<file path="config.mk">
export PLATFORM = sky130hd
export DESIGN_NAME = rau_controller
export DESIGN_NICKNAME = d
export VERILOG_FILES = /design/src/hdl/rau_pkg.sv /design/src/hdl/rau_controller.sv
export SDC_FILE = /design/constraint.sdc
export NUM_CORES = 1
export LEC_CHECK = 0
export ABC_AREA = 1
export BUFFER_PORTS_ARGS = -buffer_cell sky130_fd_sc_hd__buf_2
export CORE_AREA = 2 2 39 41
export CTS_CLUSTER_SIZE = 30
export DETAILED_ROUTE_END_ITERATION = 12
export DIE_AREA = 0 0 41 43
export MAX_ROUTING_LAYER = met4
export SLEW_MARGIN = 25
export SYNTH_ARGS = -nofsm -noshare
export SYNTH_HDL_FRONTEND = slang
export SYNTH_SLANG_ARGS = --single-unit
</file>
<file path="constraint.sdc">
create_clock -name aclk -period 1.3 [get_ports aclk]
set_input_delay 0.065 -clock aclk [delete_from_list [all_inputs] [get_ports aclk]]
set_output_delay 0.065 -clock aclk [all_outputs]
set_load 0.02 [all_outputs]
</file>
<file path="src/hdl/rau_pkg.sv">
// ----------------------------------------------------------------------------
// Rational arithmetic unit package
// Shared widths, codes and controller/datapath command and status types.
// ----------------------------------------------------------------------------
package rau_pkg;

    localparam int VALUE_WIDTH = 32;
    localparam int MAG_WIDTH   = 64;
    localparam int CNT_WIDTH   = 7;

    localparam logic [2:0] OP_REDUCE = 3'd0;
    localparam logic [2:0] OP_ADD    = 3'd1;
    localparam logic [2:0] OP_SUB    = 3'd2;
    localparam logic [2:0] OP_MUL    = 3'd3;
    localparam logic [2:0] OP_DIV    = 3'd4;

    localparam logic [1:0] ST_OK       = 2'd0;
    localparam logic [1:0] ST_ZERO_DEN = 2'd1;
    localparam logic [1:0] ST_OVERFLOW = 2'd2;

    typedef struct packed {
        logic load;      // capture the input beat and split values
        logic mult;      // form the products
        logic combine;   // add or subtract the cross terms
        logic gcd_start; // seed the GCD unit
        logic gcd_step;  // one binary GCD step
        logic div_start; // seed the divider with the numerator
        logic div_step;  // one restoring division bit
        logic div_save;  // keep the quotient, start on the denominator
        logic finish;    // form the result beat
    } rau_cmd_t;

    typedef struct packed {
        logic zero_den;  // a denominator in use is zero
        logic num_zero;  // result numerator is zero
        logic gcd_done;
        logic div_done;
    } rau_status_t;

endpackage

</file>
<file path="src/hdl/rau_controller.sv">
// ----------------------------------------------------------------------------
// Rational arithmetic unit controller
// Sequences one item through the datapath and runs the stream handshakes.
// ----------------------------------------------------------------------------
module rau_controller
    import rau_pkg::*;
(
    input  logic        aclk,
    input  logic        aresetn,
    input  logic        in_valid,
    output logic        in_ready,
    output logic        out_valid,
    input  logic        out_ready,
    input  logic [2:0]  op_in,
    input  rau_status_t stat,
    output rau_cmd_t    cmd
);

    localparam logic [2:0] S_IDLE    = 3'd0;
    localparam logic [2:0] S_MULT    = 3'd1;
    localparam logic [2:0] S_COMBINE = 3'd2;
    localparam logic [2:0] S_GCD     = 3'd3;
    localparam logic [2:0] S_DIVN    = 3'd4;
    localparam logic [2:0] S_DIVD    = 3'd5;
    localparam logic [2:0] S_FINISH  = 3'd6;

    logic [2:0] state_reg, state_next;
    logic       addsub_reg, addsub_next;
    logic       out_valid_reg, out_valid_next;
    logic       pass_reg, pass_next;
    logic       busy;

    // A finished beat waits in the output register. Input is held off while
    // an item is in flight, or while that register is full and not being read.
    assign busy     = (state_reg != S_IDLE);
    assign in_ready = !busy && (!out_valid_reg || out_ready);
    assign out_valid = out_valid_reg;

    always_comb begin
        state_next     = state_reg;
        addsub_next    = addsub_reg;
        out_valid_next = out_valid_reg && !out_ready;
        cmd            = '0;
        unique case (state_reg)
            S_IDLE: begin
                if (in_valid && in_ready) begin
                    cmd.load    = 1'b1;
                    addsub_next = (op_in == OP_ADD) || (op_in == OP_SUB);
                    state_next  = S_MULT;
                end
            end
            S_MULT: begin
                cmd.mult   = 1'b1;
                state_next = addsub_reg ? S_COMBINE : S_GCD;
            end
            S_COMBINE: begin
                cmd.combine = 1'b1;
                state_next  = S_GCD;
            end
            S_GCD: begin
                if (stat.zero_den || stat.num_zero) begin
                    state_next = S_FINISH;
                end else begin
                    cmd.gcd_start = 1'b1;
                    state_next    = S_DIVN;
                end
            end
            S_DIVN: begin
                if (!stat.gcd_done) begin
                    cmd.gcd_step = 1'b1;
                end else begin
                    cmd.div_start = 1'b1;
                    state_next    = S_DIVD;
                end
            end
            S_DIVD: begin
                // At the end of the first pass the step is turned into a save
                // by the sequencer; the end of the second pass leaves for finish.
                if (!stat.div_done || !pass_reg) begin
                    cmd.div_step = 1'b1;
                end else begin
                    state_next = S_FINISH;
                end
            end
            S_FINISH: begin
                cmd.finish     = 1'b1;
                out_valid_next = 1'b1;
                state_next     = S_IDLE;
            end
            default: begin
                state_next = S_IDLE;
            end
        endcase
    end

    // The divider runs twice: numerator, then denominator.
    always_comb begin
        pass_next = pass_reg;
        if (cmd.div_start) begin
            pass_next = 1'b0;
        end else if (state_reg == S_DIVD && stat.div_done && !pass_reg) begin
            pass_next = 1'b1;
        end
    end

    always_ff @(posedge aclk) begin
        if (!aresetn) begin
            state_reg     <= S_IDLE;
            addsub_reg    <= 1'b0;
            out_valid_reg <= 1'b0;
            pass_reg      <= 1'b0;
        end else begin
            state_reg     <= state_next;
            addsub_reg    <= addsub_next;
            out_valid_reg <= out_valid_next;
            pass_reg      <= pass_next;
        end
    end

endmodule

</file>
==> Word level (Yosys, flattened, before mapping) <==
Cells that the tools add are included.
{ "op_classes": {"eq_ne": 11, "n_mux": 19, "n_bitwise": 1, "reduce_logical": 19} }
{ "op_table": {"columns": ["operator", "count"], "rows": [
  ["$pmux 3 s6", 1],
  ["$mux 1", 13],
  ["$eq 3x2->1 const B", 3],
  ["$eq 3x3->1 const B", 3],
  ["$mux 3", 3],
  ["$eq 3x1->1 const B", 2],
  ["$ne 2x2->1 const B", 3],
  ["$logic_and 1x1->1", 5],
  ["$logic_not 1->1", 5],
  ["$logic_or 1x1->1", 4],
  ["$mux 2", 2],
  ["$logic_not 3->1", 1],
  ["$reduce_and 3->1", 1],
  ["$reduce_bool 3->1", 1],
  ["$reduce_and 2->1", 1],
  ["$reduce_or 2->1", 1],
  ["$not 1->1", 1]
]} }
{ "word_totals": {"reg_bits": 6, "input_bits": 11, "output_inout_bits": 11, "elab_cells": 54} }

==> Logic depth before layout (Yosys ltp) <==
Gate-level depths: netlist of the first run.
{ "logic_depth": {"ltp_word": 6, "mapped_depth": 7, "ltp_nobuf": 7} }

==> Least setup slack after synthesis of the first run <==
No wires, ideal clock.
{ "synth_path": {"path_type": "register -> register", "startpoint": "register state_reg[1]", "endpoint": "register out_valid_reg, in the netlist out_valid", "setup_ns": 0.065, "t_arrival_ns": 1.173, "t_required_ns": 1.235, "setup_slack_ns": 0.061, "path_stages_with_launch": 5, "path_buffers": 0, "period_less_slack_ns": 1.239, "path_cell_list": "dfxtp_1 -> inv_2 -> nor3_1 -> nor2_1 -> nor2_1"} }
{ "synth_between": {"elab_chain_cells": 2} }
{ "synth_lines": {"columns": ["item", "line_no", "source"], "rows": [
  ["start: declaration", "rau_controller.sv:27", "logic [2:0] state_reg, state_next;"],
  ["start signal: assignment", "rau_controller.sv:113", "state_reg <= state_next;"],
  ["$eq 3x3->1", "rau_controller.sv:44", "unique case (state_reg)"],
  ["$mux 1", "rau_controller.sv:44", null],
  ["end signal: assignment", "rau_controller.sv:115", "out_valid_reg <= out_valid_next;"],
  ["end: declaration", "rau_controller.sv:29", "logic out_valid_reg, out_valid_next;"]
]} }
No other way between the ends.
A chain may end at the register's enable or synchronous reset.

==> metrics.txt, run 1 <==
# TYPE chip_impl_metric gauge
chip_impl_info{name="outcome",value="finished clean"} 1
chip_impl_metric{name="ys.warnings.count",unit=""} 0
chip_impl_metric{name="rows",unit=""} 14
chip_impl_metric{name="route.final.wire_length",unit="um"} 876
chip_impl_metric{name="layout.core_utilization",unit="%"} 39.2
chip_impl_metric{name="cts_max_path_buffers",unit=""} 2
chip_impl_metric{name="period_share",unit="%"} 96.2
chip_impl_metric{name="clk_transition_reported_paths",unit="ns"} 0.04
chip_impl_metric{name="drt_first_iter_violations",unit=""} 4
chip_impl_metric{name="mappedNetlistArea",unit="um2"} 385
chip_impl_metric{name="power_per_cell_area",unit="nW/um2"} 1190
chip_impl_metric{name="wire_length_of_the_first_global_routing_pass",unit="mm"} 1.30
chip_impl_info{name="cp_top_family",value="simple AND/OR/NAND/NOR gates"} 1
chip_impl_metric{name="syn-num-nets",unit=""} 73
chip_impl_metric{name="antenna_cells",unit=""} 0
chip_impl_metric{name="yosys.cell_types.count",unit=""} 19
chip_impl_metric{name="globalplace.congestion",unit=""} 0.725
chip_impl_metric{name="port_buffers",unit=""} 20
chip_impl_metric{name="clockPowerShare",unit="%"} 27.8
chip_impl_info{name="path_class",value="flop to output port"} 1
chip_impl_metric{name="tns",unit="ns"} 0
chip_impl_info{name="worstSetupEndpointType",value="output port"} 1
chip_impl_info{name="critical_path.startpoint_type",value="flop"} 1
chip_impl_metric{name="power.leakage",unit="nW"} 0.291
chip_impl_metric{name="syn_inst",unit=""} 62
chip_impl_metric{name="grt_overflow_total",unit=""} 0
chip_impl_metric{name="htree_depth",unit=""} 1
chip_impl_metric{name="skew",unit="ns"} 0.00629
chip_impl_metric{name="seq_area_frac_synth",unit="%"} 31.2
chip_impl_metric{name="fillers",unit=""} 148
chip_impl_metric{name="io_pins",unit=""} 22
chip_impl_metric{name="multiInputGateArea",unit="um2"} 220
chip_impl_metric{name="chipWidth",unit="um"} 41
chip_impl_metric{name="power.combinational.fraction",unit="%"} 35.4
chip_impl_metric{name="timing.fmax",unit="GHz"} 0.800
chip_impl_metric{name="coreArea",unit="um2"} 1380
chip_impl_metric{name="grt_max_degree",unit=""} 8
chip_impl_metric{name="critPathMaxStageDelay",unit="ns"} 0.36
chip_impl_metric{name="cp.arrival",unit="ns"} 1.19
chip_impl_info{name="ctsRootBufferMaster",value="sky130_fd_sc_hd__clkbuf_4"} 1
chip_impl_metric{name="tritoncts_num_sinks",unit=""} 6
chip_impl_metric{name="yosysTopAreaCellShare",unit="%"} 31.2
chip_impl_metric{name="ir_worst_vdd",unit="mV"} 0.574
chip_impl_metric{name="slew_viol_final",unit=""} 0
chip_impl_info{name="crit_chain",value="nor2_2 -> nand2_2 -> nor2_2 -> nand2_2 -> clkinv_2 -> buf_2"} 1
chip_impl_metric{name="dp.final_hpwl",unit="um"} 704
chip_impl_metric{name="via_per_inst",unit=""} 4.46
chip_impl_metric{name="cp_num_buf_inv",unit=""} 2
chip_impl_metric{name="proportion_of_layout_cells_with_a_drive_suffix_above_1",unit="%"} 46.4
chip_impl_info{name="dominant_cells_by_area_after_synthesis",value="sky130_fd_sc_hd__dfxtp_1 31%, sky130_fd_sc_hd__nor2_1 11%, sky130_fd_sc_hd__inv_1 9.7%"} 1
chip_impl_metric{name="maxCapViolations",unit=""} 0
chip_impl_info{name="worstHoldPathType",value="input pin to flop"} 1
chip_impl_metric{name="final-setup-viol-count",unit=""} 0
chip_impl_metric{name="clkLatencyLatePin",unit="ns"} 0.25
chip_impl_metric{name="power.sequential.fraction",unit="%"} 36.8
chip_impl_metric{name="finalHoldViolCount",unit=""} 0
chip_impl_metric{name="switching_share_of_power",unit="%"} 38.5
chip_impl_info{name="netlist.top_cell.by_area",value="sky130_fd_sc_hd__dfxtp_1"} 1
chip_impl_metric{name="drt_first_pass_iters",unit=""} 5
chip_impl_metric{name="cts-buffers-inserted",unit=""} 3
chip_impl_info{name="rsz0062_at_grt",value="true"} 1
chip_impl_metric{name="p_int",unit="mW"} 0.396
chip_impl_metric{name="initial_utilization",unit="%"} 27.8
chip_impl_metric{name="finish.net_count",unit=""} 97
chip_impl_metric{name="die-height",unit="um"} 43
chip_impl_metric{name="antenna_found_initial",unit=""} 0
chip_impl_metric{name="largest_register_ff_count",unit=""} 3
chip_impl_metric{name="number_of_vias_after_detailed_routing",unit=""} 446
chip_impl_metric{name="total_switching_power",unit="mW"} 0.249
chip_impl_metric{name="drc",unit=""} 0
chip_impl_metric{name="reg_area",unit="um2"} 126
chip_impl_metric{name="worst-endpoint-required",unit="ns"} 1.24
chip_impl_metric{name="cp_max_fo",unit=""} 7
chip_impl_metric{name="postSynthRegisterBits",unit=""} 6
chip_impl_metric{name="area_overhead_of_the_layout_relative_to_synthesis",unit="%"} 40.6
chip_impl_info{name="slowest_stage",value="sky130_fd_sc_hd__dfxtp_4"} 1
chip_impl_metric{name="grt_overall_usage",unit="%"} 11.4
chip_impl_metric{name="grt_pass1_vias",unit=""} 345
chip_impl_metric{name="detail-route-antenna-nets",unit=""} 0
chip_impl_metric{name="timing.final.crit_period",unit="ns"} 1.25
chip_impl_metric{name="wire_per_inst",unit="um"} 8.76
chip_impl_info{name="cts_tree",value="built"} 1
chip_impl_metric{name="finalPower",unit="mW"} 0.645
chip_impl_metric{name="dieArea",unit="um2"} 1760
chip_impl_metric{name="synth.avg_cell_area",unit="um2"} 6.22
## cells in the mapped netlist, drive strengths merged
library cell  instances
nor2                 15
inv                  12
nand2                10
dfxtp                 6
nor3                  5
nand3                 3
o21ai                 3
a211oi                1
a21boi                1
a21oi                 1
a31oi                 1
buf                   1
clkinv                1
conb                  1
xnor2                 1
## final cells by class
| class | count | share of cell area [%] |
|---|---|---|
| clock buffer | 3 | 4.16 |
| inverter | 13 | 9.24 |
| multi-input combinational | 42 | 40.6 |
| sequential | 6 | 23.3 |
| tap | 16 | 3.70 |
| timing repair buffer | 20 | 18.9 |
## path summary, 6_finish.rpt
kind                             startpoint                   endpoint  slack [ns]  cells past startpoint
hold / removal                      aresetn    addsub_reg$_SDFFE_PN0P_        0.07                      3
setup / recovery  state_reg[0]$_SDFFE_PN0P_                     cmd[8]        0.05                      6
hold reg to reg       pass_reg$_SDFFE_PP0P_      pass_reg$_SDFFE_PP0P_        0.47                      2
setup reg to reg  state_reg[1]$_SDFFE_PN0P_  state_reg[0]$_SDFFE_PN0P_        0.24                      5
## kinds of logic after synthesis
group	share of synthesized area [%]
compound gates	10.7
flops	31.2
xor+xnor	2.27
other cells	0.973
buf+inv	14.9
simple gates	39.9
## routing by layer
metal | up-vias | GRT usage [%] | share of wire, %
met5 | - | - | 0
met4 | 0 | 8.00 | 2.5
met3 | 4 | 3.14 | 8.3
met2 | 20 | 14.7 | 41
met1 | 189 | 14.9 | 48
li1 | 233 | - | -
## power by group through the flow
stage	Sequential (mW)	Clock, mW	Combinational (mW)
finish	0.237	0.180	0.228
global route	0.241	0.188	0.256
CTS	0.234	0.179	0.228
detailed placement	0.234	0	0.224
global placement	0.232	0	0.225
floorplan	0.228	0	0.164
## worst min-delay path: stages
cell,delay [ns]
sky130_fd_sc_hd__buf_2,0.10
sky130_fd_sc_hd__o21ai_0,0.06
sky130_fd_sc_hd__nor2_1,0.04
## metrics by stage
step | area (um2) | setup WS [ns] | cells | hold slack [ns]
after CTS | 529 | 0.00709 | 100 | 0.0721
after floorplan | 385 | 0.0613 | 62 | 0.184
after global routing | 542 | -0.0131 | 100 | 0.113
final | 542 | 0.0500 | 100 | 0.0675
after detailed placement | 498 | 0.185 | 97 | 0.329
after global placement | 498 | 0.200 | 97 | 0.321
## placed cells by master, fill, tap and decap left out, drive strengths merged
cell type | netlist | routed
buf | 1 | 20
nor2 | 15 | 15
inv | 12 | 12
nand2 | 10 | 10
dfxtp | 6 | 6
nor3 | 5 | 5
nand3 | 3 | 3
o21ai | 3 | 3
clkbuf | 0 | 3
clkinv | 1 | 1
xnor2 | 1 | 1
a211oi | 1 | 1
a21boi | 1 | 1
a21oi | 1 | 1
a31oi | 1 | 1
conb | 1 | 1
## what timing repair did
item,in CTS,in global routing
setup buffers,0,0
resized for setup,3,5
endpoints found under the setup margin,3,6
endpoints found under the hold margin,0,0
pin swaps,0,1
hold buffers,0,0
Power figures use the tool's default switching activity.
==> inputs of run 2 (changes only) <==
Settings changed: BUFFER_PORTS_ARGS -buffer_cell sky130_fd_sc_hd__buf_2 to -buffer_cell sky130_fd_sc_hd__buf_4, SETUP_SLACK_MARGIN from default to 0.15.
==> metrics.txt, run 2 (synthesis results as in run 1) <==
# TYPE chip_impl_metric gauge
chip_impl_info{name="outcome",value="finished clean"} 1
chip_impl_metric{name="drt_first_iter_violations",unit=""} 4
chip_impl_metric{name="cts_max_path_buffers",unit=""} 2
chip_impl_info{name="layout_common_cells",value="24 x sky130_fd_sc_hd__buf_4, 9 x sky130_fd_sc_hd__inv_1, 8 x sky130_fd_sc_hd__nand2_1"} 1
chip_impl_metric{name="power.leakage",unit="nW"} 0.355
chip_impl_metric{name="layout.core_utilization",unit="%"} 51.9
chip_impl_metric{name="drt_first_pass_iters",unit=""} 4
chip_impl_info{name="worstSetupEndpointType",value="output port"} 1
chip_impl_metric{name="grt_max_degree",unit=""} 8
chip_impl_metric{name="fillers",unit=""} 140
chip_impl_metric{name="drc",unit=""} 0
chip_impl_metric{name="maxCapViolations",unit=""} 0
chip_impl_metric{name="critPathMaxStageDelay",unit="ns"} 0.36
chip_impl_metric{name="grt_overall_usage",unit="%"} 14.2
chip_impl_metric{name="timing.final.crit_period",unit="ns"} 1.21
chip_impl_metric{name="finalHoldViolCount",unit=""} 0
chip_impl_metric{name="post_layout_nonfiller_instances",unit=""} 108
chip_impl_metric{name="dieArea",unit="um2"} 1760
chip_impl_info{name="final_common_cell",value="sky130_fd_sc_hd__buf_4"} 1
chip_impl_metric{name="via_per_inst",unit=""} 4.47
chip_impl_info{name="rsz0062_at_grt",value="true"} 1
chip_impl_metric{name="htree_depth",unit=""} 1
chip_impl_metric{name="largest_register_ff_count",unit=""} 3
chip_impl_metric{name="timing.fmax",unit="GHz"} 0.830
chip_impl_metric{name="rows",unit=""} 14
chip_impl_metric{name="grt_overflow_total",unit=""} 0
chip_impl_info{name="cts_tree",value="built"} 1
chip_impl_metric{name="cp_max_fo",unit=""} 5
chip_impl_metric{name="chipWidth",unit="um"} 41
chip_impl_metric{name="route.final.wire_length",unit="mm"} 1.02
chip_impl_metric{name="io_pins",unit=""} 22
chip_impl_metric{name="finalInstanceArea",unit="um2"} 718
chip_impl_metric{name="tns",unit="ns"} 0
chip_impl_metric{name="detail-route-antenna-nets",unit=""} 0
chip_impl_metric{name="antenna_found_initial",unit=""} 0
chip_impl_metric{name="final-setup-viol-count",unit=""} 0
chip_impl_metric{name="coreArea",unit="um2"} 1380
chip_impl_metric{name="dp.final_hpwl",unit="um"} 774
chip_impl_metric{name="cp.arrival",unit="ns"} 1.14
chip_impl_metric{name="worst-endpoint-required",unit="ns"} 1.24
chip_impl_metric{name="wire_length_of_the_first_global_routing_pass",unit="mm"} 1.59
chip_impl_info{name="crit_chain",value="nor2_4 -> nand2_2 -> nor2_4 -> nand2_2 -> clkinv_2 -> buf_6"} 1
chip_impl_metric{name="die-height",unit="um"} 43
chip_impl_metric{name="tritoncts_num_sinks",unit=""} 6
chip_impl_metric{name="finish.net_count",unit=""} 105
chip_impl_metric{name="power_per_cell_area",unit="nW/um2"} 1090
chip_impl_metric{name="area_overhead_of_the_layout_relative_to_synthesis",unit="%"} 86.4
chip_impl_info{name="path_class",value="flop to output port"} 1
chip_impl_metric{name="skew",unit="ns"} 0.00208
chip_impl_metric{name="port_buffers",unit=""} 20
chip_impl_metric{name="slew_viol_final",unit=""} 0
chip_impl_metric{name="wire_per_inst",unit="um"} 9.45
chip_impl_metric{name="cts_hold_buf",unit=""} 0
chip_impl_metric{name="finalHoldWorstSlack",unit="ns"} 0.0510
chip_impl_metric{name="antenna_cells",unit=""} 0
chip_impl_metric{name="placed_cells_incl_taps",unit=""} 97
chip_impl_metric{name="ir_worst_vdd",unit="mV"} 0.562
chip_impl_metric{name="clk_transition_reported_paths",unit="ns"} 0.05
chip_impl_metric{name="period_share",unit="%"} 92.7
chip_impl_info{name="slowest_stage",value="sky130_fd_sc_hd__dfxtp_4"} 1
chip_impl_metric{name="cts-buffers-inserted",unit=""} 3
chip_impl_metric{name="proportion_of_layout_cells_with_a_drive_suffix_above_1",unit="%"} 60.9
chip_impl_metric{name="initial_utilization",unit="%"} 27.8
chip_impl_metric{name="clkLatencyLatePin",unit="ns"} 0.25
chip_impl_metric{name="grt_pass1_vias",unit=""} 412
chip_impl_metric{name="globalplace.congestion",unit=""} 0.790
chip_impl_metric{name="dpl-instance-area",unit="um2"} 567
chip_impl_info{name="ctsRootBufferMaster",value="sky130_fd_sc_hd__clkbuf_4"} 1
chip_impl_info{name="worstHoldPathType",value="input pin to flop"} 1
chip_impl_metric{name="number_of_vias_after_detailed_routing",unit=""} 483
chip_impl_info{name="critical_path.startpoint_type",value="flop"} 1
run 2: changes by cell type in the layout (fill, tap and decap cells not counted), moves of 2 or more:
cell	previous run	this run
sky130_fd_sc_hd__buf_4	1	24
sky130_fd_sc_hd__nor2_1	10	7
sky130_fd_sc_hd__o21ai_0	3	1
sky130_fd_sc_hd__nand3_1	3	1
sky130_fd_sc_hd__nand3_2	0	2
sky130_fd_sc_hd__nor2_4	0	4
sky130_fd_sc_hd__dfxtp_4	1	3
sky130_fd_sc_hd__buf_6	0	4
sky130_fd_sc_hd__buf_2	19	0
run 2: area by class of cell:
type                            count  area [um2]  area share (%)
Sequential cell                     6         133            18.5
Inverter                           13        52.6            7.32
Multi-Input combinational cell     42         265            36.9
Tap cell                           16        20.0            2.79
Timing Repair Buffer               28         225            31.4
Clock buffer                        3        22.5            3.14
run 2: layer usage:
metal / part of all wire (%) / up-vias / global-route usage, %
li1: - / 249 / -
met1: 38 / 212 / 15.8
met2: 53 / 20 / 20.3
met3: 8.0 / 2 / 4.71
met4: 1.7 / 0 / 10.0
met5: 0 / - / -
run 2: critical path: cells and delay by family, from the launching register on:
family	cells	cell delay, ns
DFF	1	0.36
buffers and inverters	2	0.15
and+or+nand+nor	4	0.37
run 2: worst paths after layout:
| check | slack [ns] | cells after the start | endpoint | start |
|---|---|---|---|---|
| worst min register to register | 0.48 | 2 | addsub_reg$_SDFFE_PN0P_ | addsub_reg$_SDFFE_PN0P_ |
| worst max register to register | 0.19 | 7 | state_reg[0]$_SDFFE_PN0P_ | state_reg[0]$_SDFFE_PN0P_ |
| worst max-delay path | 0.09 | 6 | cmd[8] | state_reg[0]$_SDFFE_PN0P_ |
| worst min-delay path | 0.05 | 3 | addsub_reg$_SDFFE_PN0P_ | aresetn |
run 2: where the power goes:
group | internal [mW] | switching, mW | total [mW]
Clock | 0.105 | 0.0730 | 0.178
Combinational | 0.182 | 0.185 | 0.367
Sequential | 0.209 | 0.0322 | 0.241
Total | 0.496 | 0.290 | 0.786
run 2: repair_timing:
item                       in CTS  in global routing
resized for setup              11                 14
pin swaps                       3                  6
setup endpoints to repair      10                 12
buffers inserted                4                  4
run 2: through the flow:
| step | setup slack, ns | total power [mW] |
|---|---|---|
| finish | 0.0948 | 0.786 |
| global route | 0.0242 | 0.840 |
| CTS | 0.0812 | 0.716 |
| detailed placement | 0.0857 | 0.497 |
| global placement | 0.166 | 0.496 |
| floorplan | 0.179 | 0.402 |
